`src/rtl/utf8s_pkg.sv`:
```
package utf8s_pkg;

    localparam logic [7:0] REPLACE_CHAR  = 8'h3F;
    localparam logic [7:0] CONT_MASK     = 8'hC0;
    localparam logic [7:0] CONT_MARK     = 8'h80;
    localparam logic [7:0] LEAD2_MASK    = 8'hE0;
    localparam logic [7:0] LEAD2_MARK    = 8'hC0;
    localparam logic [7:0] LEAD3_MASK    = 8'hF0;
    localparam logic [7:0] LEAD3_MARK    = 8'hE0;
    localparam logic [7:0] LEAD4_MASK    = 8'hF8;
    localparam logic [7:0] LEAD4_MARK    = 8'hF0;
    localparam int         MAX_RESULTS   = 4;
    localparam int         HELD_DEPTH    = 3;
    localparam int         QUEUE_DEPTH_D = 8;

    // One queued command: the result beats that one input byte caused.
    typedef struct packed {
        logic [2:0]      n_bytes;
        logic [3:0][7:0] data;
        logic            eos;
    } cmd_t;

    typedef struct packed {
        logic full;
        logic empty;
    } q_status_t;

    // Sequence length from a lead byte; zero when the byte is no lead.
    function automatic logic [2:0] seq_length(input logic [7:0] b);
        logic [2:0] len;
        len = 3'd0;
        if ((b & LEAD2_MASK) == LEAD2_MARK) begin
            len = 3'd2;
        end
        else if ((b & LEAD3_MASK) == LEAD3_MARK) begin
            len = 3'd3;
        end
        else if ((b & LEAD4_MASK) == LEAD4_MARK) begin
            len = 3'd4;
        end
        return len;
    endfunction

endpackage

```
`src/rtl/utf8s_front.sv`:
```
module utf8s_front
    import utf8s_pkg::*;
(
    input  logic       clk,
    input  logic       rst_n,
    input  logic       accept,
    input  logic [7:0] data_byte,
    input  logic       end_of_string,
    output logic       push,
    output cmd_t       cmd
);

    logic [7:0] held_reg [HELD_DEPTH];
    logic [7:0] held_next [HELD_DEPTH];
    logic [1:0] hc_reg, hc_next;
    logic [2:0] exp_reg, exp_next;
    logic       is_cont;
    logic       fresh;
    logic [2:0] len;
    logic [2:0] n;
    logic [3:0][7:0] data;

    always_comb
    begin
        is_cont = (data_byte & CONT_MASK) == CONT_MARK;
        len     = seq_length(data_byte);
        fresh   = 1'b1;
        n       = 3'd0;
        data    = {4{REPLACE_CHAR}};
        hc_next = hc_reg;
        exp_next = exp_reg;
        for (int i = 0; i < HELD_DEPTH; i++)
        begin
            held_next[i] = held_reg[i];
        end

        if (hc_reg != 2'd0)
        begin
            if (is_cont)
            begin
                fresh = 1'b0;
                if ({1'b0, hc_reg} + 3'd1 == exp_reg)
                begin
                    // sequence complete: release it whole
                    for (int i = 0; i < HELD_DEPTH; i++)
                    begin
                        if (2'(i) < hc_reg)
                        begin
                            data[i] = held_reg[i];
                        end
                    end
                    data[hc_reg] = data_byte;
                    n        = {1'b0, hc_reg} + 3'd1;
                    hc_next  = 2'd0;
                    exp_next = 3'd0;
                end
                else if (end_of_string || hc_reg == 2'd3)
                begin
                    n        = {1'b0, hc_reg} + 3'd1;
                    hc_next  = 2'd0;
                    exp_next = 3'd0;
                end
                else
                begin
                    held_next[hc_reg] = data_byte;
                    hc_next = hc_reg + 2'd1;
                end
            end
            else
            begin
                // early break: replace what is held, then start afresh
                n        = {1'b0, hc_reg};
                hc_next  = 2'd0;
                exp_next = 3'd0;
            end
        end

        if (fresh)
        begin
            if (data_byte < CONT_MARK)
            begin
                data[n[1:0]] = data_byte;
                n = n + 3'd1;
            end
            else if (len == 3'd0 || end_of_string)
            begin
                data[n[1:0]] = REPLACE_CHAR;
                n = n + 3'd1;
            end
            else
            begin
                held_next[0] = data_byte;
                hc_next  = 2'd1;
                exp_next = len;
            end
        end
    end

    assign push        = accept && (n != 3'd0);
    assign cmd.n_bytes = n;
    assign cmd.data    = data;
    assign cmd.eos     = end_of_string;

    always_ff @(posedge clk or negedge rst_n)
    begin
        if (!rst_n)
        begin
            hc_reg  <= 2'd0;
            exp_reg <= 3'd0;
        end
        else if (accept)
        begin
            hc_reg  <= hc_next;
            exp_reg <= exp_next;
        end
    end

    always_ff @(posedge clk)
    begin
        if (accept)
        begin
            for (int i = 0; i < HELD_DEPTH; i++)
            begin
                held_reg[i] <= held_next[i];
            end
        end
    end

    a_eos_clears: assert property (@(posedge clk) disable iff (!rst_n)
        accept && end_of_string |=> hc_reg == 2'd0)
        else $error("hold not cleared after end of string");

    a_hold_len: assert property (@(posedge clk) disable iff (!rst_n)
        (hc_reg == 2'd0) == (exp_reg == 3'd0))
        else $error("held count and expected length disagree");

endmodule

```
`src/rtl/utf8s_fifo.sv`:
```
module utf8s_fifo
    import utf8s_pkg::*;
#(
    parameter int QUEUE_DEPTH = QUEUE_DEPTH_D
)
(
    input  logic      clk,
    input  logic      rst_n,
    input  logic      push,
    input  cmd_t      wr_cmd,
    input  logic      pop,
    output cmd_t      head,
    output q_status_t status
);

    localparam int PW = $clog2(QUEUE_DEPTH);
    localparam int CW = $clog2(QUEUE_DEPTH + 1);

    cmd_t          mem_reg [QUEUE_DEPTH];
    logic [PW-1:0] wr_ptr_reg, rd_ptr_reg;
    logic [CW-1:0] cnt_reg;

    assign head         = mem_reg[rd_ptr_reg];
    assign status.full  = cnt_reg == CW'(QUEUE_DEPTH);
    assign status.empty = cnt_reg == CW'(0);

    always_ff @(posedge clk)
    begin
        if (push)
        begin
            mem_reg[wr_ptr_reg] <= wr_cmd;
        end
    end

    always_ff @(posedge clk or negedge rst_n)
    begin
        if (!rst_n)
        begin
            wr_ptr_reg <= '0;
            rd_ptr_reg <= '0;
            cnt_reg    <= '0;
        end
        else
        begin
            if (push)
            begin
                wr_ptr_reg <= (wr_ptr_reg == PW'(QUEUE_DEPTH - 1)) ? '0 : wr_ptr_reg + PW'(1);
            end
            if (pop)
            begin
                rd_ptr_reg <= (rd_ptr_reg == PW'(QUEUE_DEPTH - 1)) ? '0 : rd_ptr_reg + PW'(1);
            end
            if (push && !pop)
            begin
                cnt_reg <= cnt_reg + CW'(1);
            end
            else if (pop && !push)
            begin
                cnt_reg <= cnt_reg - CW'(1);
            end
        end
    end

    a_no_overflow: assert property (@(posedge clk) disable iff (!rst_n)
        push |-> !status.full)
        else $error("push into full queue");

    a_no_underflow: assert property (@(posedge clk) disable iff (!rst_n)
        pop |-> !status.empty)
        else $error("pop from empty queue");

endmodule

```
`src/rtl/utf8s_back.sv`:
```
module utf8s_back
    import utf8s_pkg::*;
(
    input  logic       clk,
    input  logic       rst_n,
    input  cmd_t       head,
    input  q_status_t  status,
    output logic       pop,
    output logic       dn_valid,
    input  logic       dn_stall,
    output logic [7:0] out_byte,
    output logic       run_last,
    output logic       string_done
);

    logic       valid_reg, valid_next;
    logic [7:0] byte_reg, byte_next;
    logic       last_reg, last_next;
    logic       done_reg, done_next;
    logic [1:0] idx_reg, idx_next;
    logic       advance;
    logic       is_last;

    always_comb
    begin
        advance    = !valid_reg || !dn_stall;
        is_last    = ({1'b0, idx_reg} + 3'd1) == head.n_bytes;
        valid_next = valid_reg;
        byte_next  = byte_reg;
        last_next  = last_reg;
        done_next  = done_reg;
        idx_next   = idx_reg;
        pop        = 1'b0;
        if (advance)
        begin
            valid_next = !status.empty;
            if (!status.empty)
            begin
                byte_next = head.data[idx_reg];
                last_next = is_last;
                done_next = is_last && head.eos;
                pop       = is_last;
                idx_next  = is_last ? 2'd0 : idx_reg + 2'd1;
            end
        end
    end

    always_ff @(posedge clk or negedge rst_n)
    begin
        if (!rst_n)
        begin
            valid_reg <= 1'b0;
            idx_reg   <= 2'd0;
        end
        else
        begin
            valid_reg <= valid_next;
            idx_reg   <= idx_next;
        end
    end

    always_ff @(posedge clk)
    begin
        byte_reg <= byte_next;
        last_reg <= last_next;
        done_reg <= done_next;
    end

    assign dn_valid    = valid_reg;
    assign out_byte    = byte_reg;
    assign run_last    = last_reg;
    assign string_done = done_reg;

    a_done_is_last: assert property (@(posedge clk) disable iff (!rst_n)
        valid_reg && done_reg |-> last_reg)
        else $error("string end flagged on a beat that is not the last of its item");

endmodule

```
`src/rtl/utf8_sanitize_replace_top.sv`:
```
// UTF-8 cleaner: one raw byte in per beat, one cleaned byte out per beat.
// Upstream channel: up_valid / up_stall carry data_byte and end_of_string.
// Downstream channel: dn_valid / dn_stall carry out_byte, run_last and
// string_done. A beat moves on an edge where valid is high and stall low.
// ASCII passes through; a well formed multi-byte sequence is held and then
// released whole; broken sequences, stray continuations and F8..FF come out
// as '?'. Each input byte gives one output byte in total, but one input beat
// may give zero to four output beats; run_last marks the last of them and
// string_done the final beat of a string.
// With an idle queue, the first result beat of an accepted item passes through the
// queue and then the output register. Throughput: one input beat per cycle while the
// queue is not full, and one output beat per cycle while the queue holds a command and
// dn_stall is low. The command queue between the classifier and the byte emitter
// (QUEUE_DEPTH commands) never fills while dn_stall stays low; up_stall rises only while it is full.
// Reset clears the hold state, the queue and the output register.
// While dn_stall is high the output beat holds and the queue fills; input
// keeps flowing until the queue is full.
module utf8_sanitize_replace_top
    import utf8s_pkg::*;
#(
    parameter int QUEUE_DEPTH = QUEUE_DEPTH_D
)
(
    input  logic       clk,
    input  logic       rst_n,
    input  logic       up_valid,
    output logic       up_stall,
    input  logic [7:0] data_byte,
    input  logic       end_of_string,
    output logic       dn_valid,
    input  logic       dn_stall,
    output logic [7:0] out_byte,
    output logic       run_last,
    output logic       string_done
);

    logic      accept;
    logic      push;
    logic      pop;
    cmd_t      wr_cmd;
    cmd_t      head;
    q_status_t status;

    // Stall upstream only on a full queue; this is registered state.
    assign up_stall = status.full;
    assign accept   = up_valid && !up_stall;

    // Classify each byte and build its result command.
    utf8s_front u_front (
        .clk           (clk),
        .rst_n         (rst_n),
        .accept        (accept),
        .data_byte     (data_byte),
        .end_of_string (end_of_string),
        .push          (push),
        .cmd           (wr_cmd)
    );

    // Decouple the classifier from the emitter.
    utf8s_fifo #(
        .QUEUE_DEPTH (QUEUE_DEPTH)
    ) u_fifo (
        .clk    (clk),
        .rst_n  (rst_n),
        .push   (push),
        .wr_cmd (wr_cmd),
        .pop    (pop),
        .head   (head),
        .status (status)
    );

    // Emit the head command one byte per beat.
    utf8s_back u_back (
        .clk         (clk),
        .rst_n       (rst_n),
        .head        (head),
        .status      (status),
        .pop         (pop),
        .dn_valid    (dn_valid),
        .dn_stall    (dn_stall),
        .out_byte    (out_byte),
        .run_last    (run_last),
        .string_done (string_done)
    );

endmodule

```
`config.mk`:
```
export PLATFORM = sky130hd
export DESIGN_NAME = utf8_sanitize_replace_top
export DESIGN_NICKNAME = d
export VERILOG_FILES = /design/src/rtl/utf8s_pkg.sv /design/src/rtl/utf8s_front.sv /design/src/rtl/utf8s_fifo.sv /design/src/rtl/utf8s_back.sv /design/src/rtl/utf8_sanitize_replace_top.sv
export SDC_FILE = /design/constraint.sdc
export NUM_CORES = 1
export LEC_CHECK = 0
export BUFFER_PORTS_ARGS = -buffer_cell sky130_fd_sc_hd__buf_2
export CORE_MARGIN = 10
export CORE_UTILIZATION = 30
export DETAILED_ROUTE_END_ITERATION = 10
export GPL_TIMING_DRIVEN = 0
export PLACE_DENSITY = 0.4
export SETUP_SLACK_MARGIN = 0.5
export SYNTH_ARGS = -nofsm -noshare
export SYNTH_HDL_FRONTEND = slang
export SYNTH_SLANG_ARGS = --single-unit
```
`constraint.sdc`:
```
create_clock -name clk -period 7.79 [get_ports clk]
set_input_delay 1.558 -clock clk [delete_from_list [all_inputs] [get_ports clk]]
set_output_delay 1.558 -clock clk [all_outputs]
set_load 0.01 [all_outputs]
```
==> results by group <==
Cells and area
  – Final core utilization: 35.6%
  – Diodes inserted: 0
  – Finished Cell Area: 0.0162 mm^2
  – P&R area growth vs syn: 16.8%
  – Share of layout cells above drive strength 1: 25.3%
  – # nets final: 786
  – Layout fillers: 4309
  – Reg area: 0.0101 mm^2
  – Post-Layout Cell Count: 1382
  – Multi-input gate area: 0.00356 mm^2
  – Max FFs per register: 288

Yosys
  – Post-Syn Area per Cell: 20.5 um^2
  – Synth top area share: 69.8%
  – Top cells by count, synth: 322 x edfxtp_1, 69 x mux4_2, 36 x nand2_1
  – Syn_nets: 707
  – Yosys top cell by area: edfxtp_1
  – Seq/Total Area, Yosys: 73.0%
  – Top-count cell post-synth: edfxtp_1
  – #FFs+latches synth: 340
  – Prevailing post-synth register cell: edfxtp_1
  – Asr flop ratio synth: 5.29%
  – Synth Warn #: 0
  – Mapped Area: 0.0139 mm^2
  – Syn Inst Count: 676
  – Main area contributors after synthesis: edfxtp_1 70%, mux4_2 11%, dfrtp_1 3.3%, mux4_1 3.0%, ha_1 1.5%
  – EDFF count, synth: 322
  – Count of cell types in the netlist: 49

Placement
  – GP Congestion: 0.792
  – Hpwl dp: 23600 um
  – Dpl cells: 1314
  – Area after DPL: 0.0150 mm^2
  – Number of port buffers: 24

Timing
  – Fin crit share: 63.6%
  – Clk_skew: 15.2 ps
  – Final setup fails: 0
  – Hold Vio Cnt, Final: 0
  – Worst-Margin Slew: 1250 ps
  – Fmax: 202 MHz
  – Slew Viols, Final: 0
  – Final min period: 4950 ps
  – Headroom to the max-slew limit: 16.4%
  – RSZ-0062 raised after global routing: false
  – Worst hold slack: 496 ps

GRT
  – Grt total ovfl: 0
  – Initial antenna violation count: 1
  – Global Route Usage Sum: 13.1%
  – Vias in the first global route: 7309
  – Largest net degree at the start of global routing: 23
  – First-pass GRT wire length: 52700 um

Clocking
  – Clock root buffer: clkbuf_16
  – Worst-Skew Late Latency: 550 ps
  – CTS max path bufs: 3
  – Number of CTS-inserted buffers: 39
  – CTS tree: done
  – Worst-path clk slew: 60 ps
  – Post-CTS Hold Buffers: 0
  – # H-tree levels: 2
  – Setup Fix Bufs, Post-CTS: 0
  – CTS resizes: 0
  – # clock sinks: 340

Flow run
  – Max_cap viols: 0

Route
  – Vias per cell: 5.00
  – DRT iter0 DRCs: 534
  – DR pass1 iterations: 4
  – Detailed-route DRC error count: 0
  – Wire per inst: 26.5 um
  – Routed WL: 36700 um
  – Via count: 6911
  – Detail Route Antenna Nets: 0

Worst setup path
  – CP max FO: 10
  – Setup crit start kind: primary input
  – Arrival time worst endpoint: 5210 ps
  – R2R depth: 14
  – Worst Setup SP: data_byte[6]
  – Worst Path Required: 8040 ps
  – Crit Path Category: primary input to flip-flop
  – FF-to-FF setup slack: 3220 ps
  – Reg2Reg Launch Point: u_front.hc_reg[0]
  – Worst r2r dst: u_fifo.mem_reg[4][23]
  – CP Capture Type: flip-flop

Floorplanning
  – Rows: 78
  – Die height: 235 um
  – Die X: 235 um
  – # IOs: 25
  – Starting Density: 30.5%
  – Core ar.: 0.0455 mm^2
  – Die area: 0.0552 mm^2

Status
  – Outcome: finished, final reports clean

Power and ir drop
  – Total power: 0.00608 W
  – Cell Pwr Density: 376 mW/mm^2
  – Leakage: 5.17 nW
  – Worst VDD drop: 0.000229 V

Hold path
  – Cell count of the worst hold path: 2
  – Worst Hold Class: flip-flop to flip-flop
  – HP Start: u_back.dn_valid
  – Hold endpoint: u_back.dn_valid
cell type report:
class                      count  share of cell area (%)
buffer                        30                    1.16
clock buffer                  54                    6.88
clock inverter                14                   0.456
inverter                      10                   0.232
multi-input combinational    296                    22.0
sequential                   340                    62.5
tap                          600                    4.64
timing repair buffer          38                    2.13
report_power, final:
part           leakage, nW  switching, W  internal, W
registers             3.06      0.000106      0.00237
logic                 1.53       0.00108     0.000827
clock network        0.583      0.000712     0.000994
worst max path at each step:
stage,end,slack (ps),cells past startpoint
4_1_cts,u_fifo.mem_reg[4][23],2770,14
2_1_floorplan,u_fifo.mem_reg[1][0],530,11
3_5_place_dp,u_fifo.mem_reg[4][30],2180,14
5_1_grt,u_fifo.cnt_reg[3],2580,19
3_3_place_gp,u_fifo.mem_reg[1][6],-5030,12
6_report,u_fifo.mem_reg[4][23],2840,14
worst max-delay path, cell delays in order:
cell and delay, ps:
buf_2 130, clkbuf_1 240, nor2b_1 400, nand2_1 100, o221a_2 330, inv_1 90
ha_1 170, nand3_1 60, a21boi_0 200, o2bb2ai_1 430, buf_2 280, nor4bb_4 790
buf_8 250, buf_8 150
kinds of logic after synthesis:
kind of cell / share of synthesized area (%)
compound gates: 2.74
simple gates: 3.82
xor+xnor: 0.695
fa+ha+maj: 1.68
flops: 73.0
mux: 16.4
buf+inv: 1.63
cell usage in the layout, fill, tap and decap left out, drive strengths merged, types with 11 or more instances in the layout:
cell    count
o22a       18
nor2       18
mux2       15
nand2      37
ha         17
dfrtp      18
inv        11
mux4       85
buf        52
clkbuf     70
edfxtp    322
mux2i      13
clkinv     13
a21oi      11
per-stage QoR:
stage / TNS [ps] / setup WS, ps
floorplan: 0 / 525
global placement: -250730 / -5030
detailed placement: 0 / 2180
CTS: 0 / 2770
global route: 0 / 2580
finish: 0 / 2840
layer usage:
layer / vias to the layer above / routed length, um / part of all wire [%] / GRT usage [%]
met3: 51 / 1410 / 3.8 / 2.05
li1: 2964 / - / - / -
met4: 0 / 786 / 2.1 / 4.05
met2: 157 / 18000 / 49 / 21.4
met5: - / 0 / 0 / 0
met1: 3739 / 16500 / 45 / 17.7
Power figures use the tool's default switching activity.
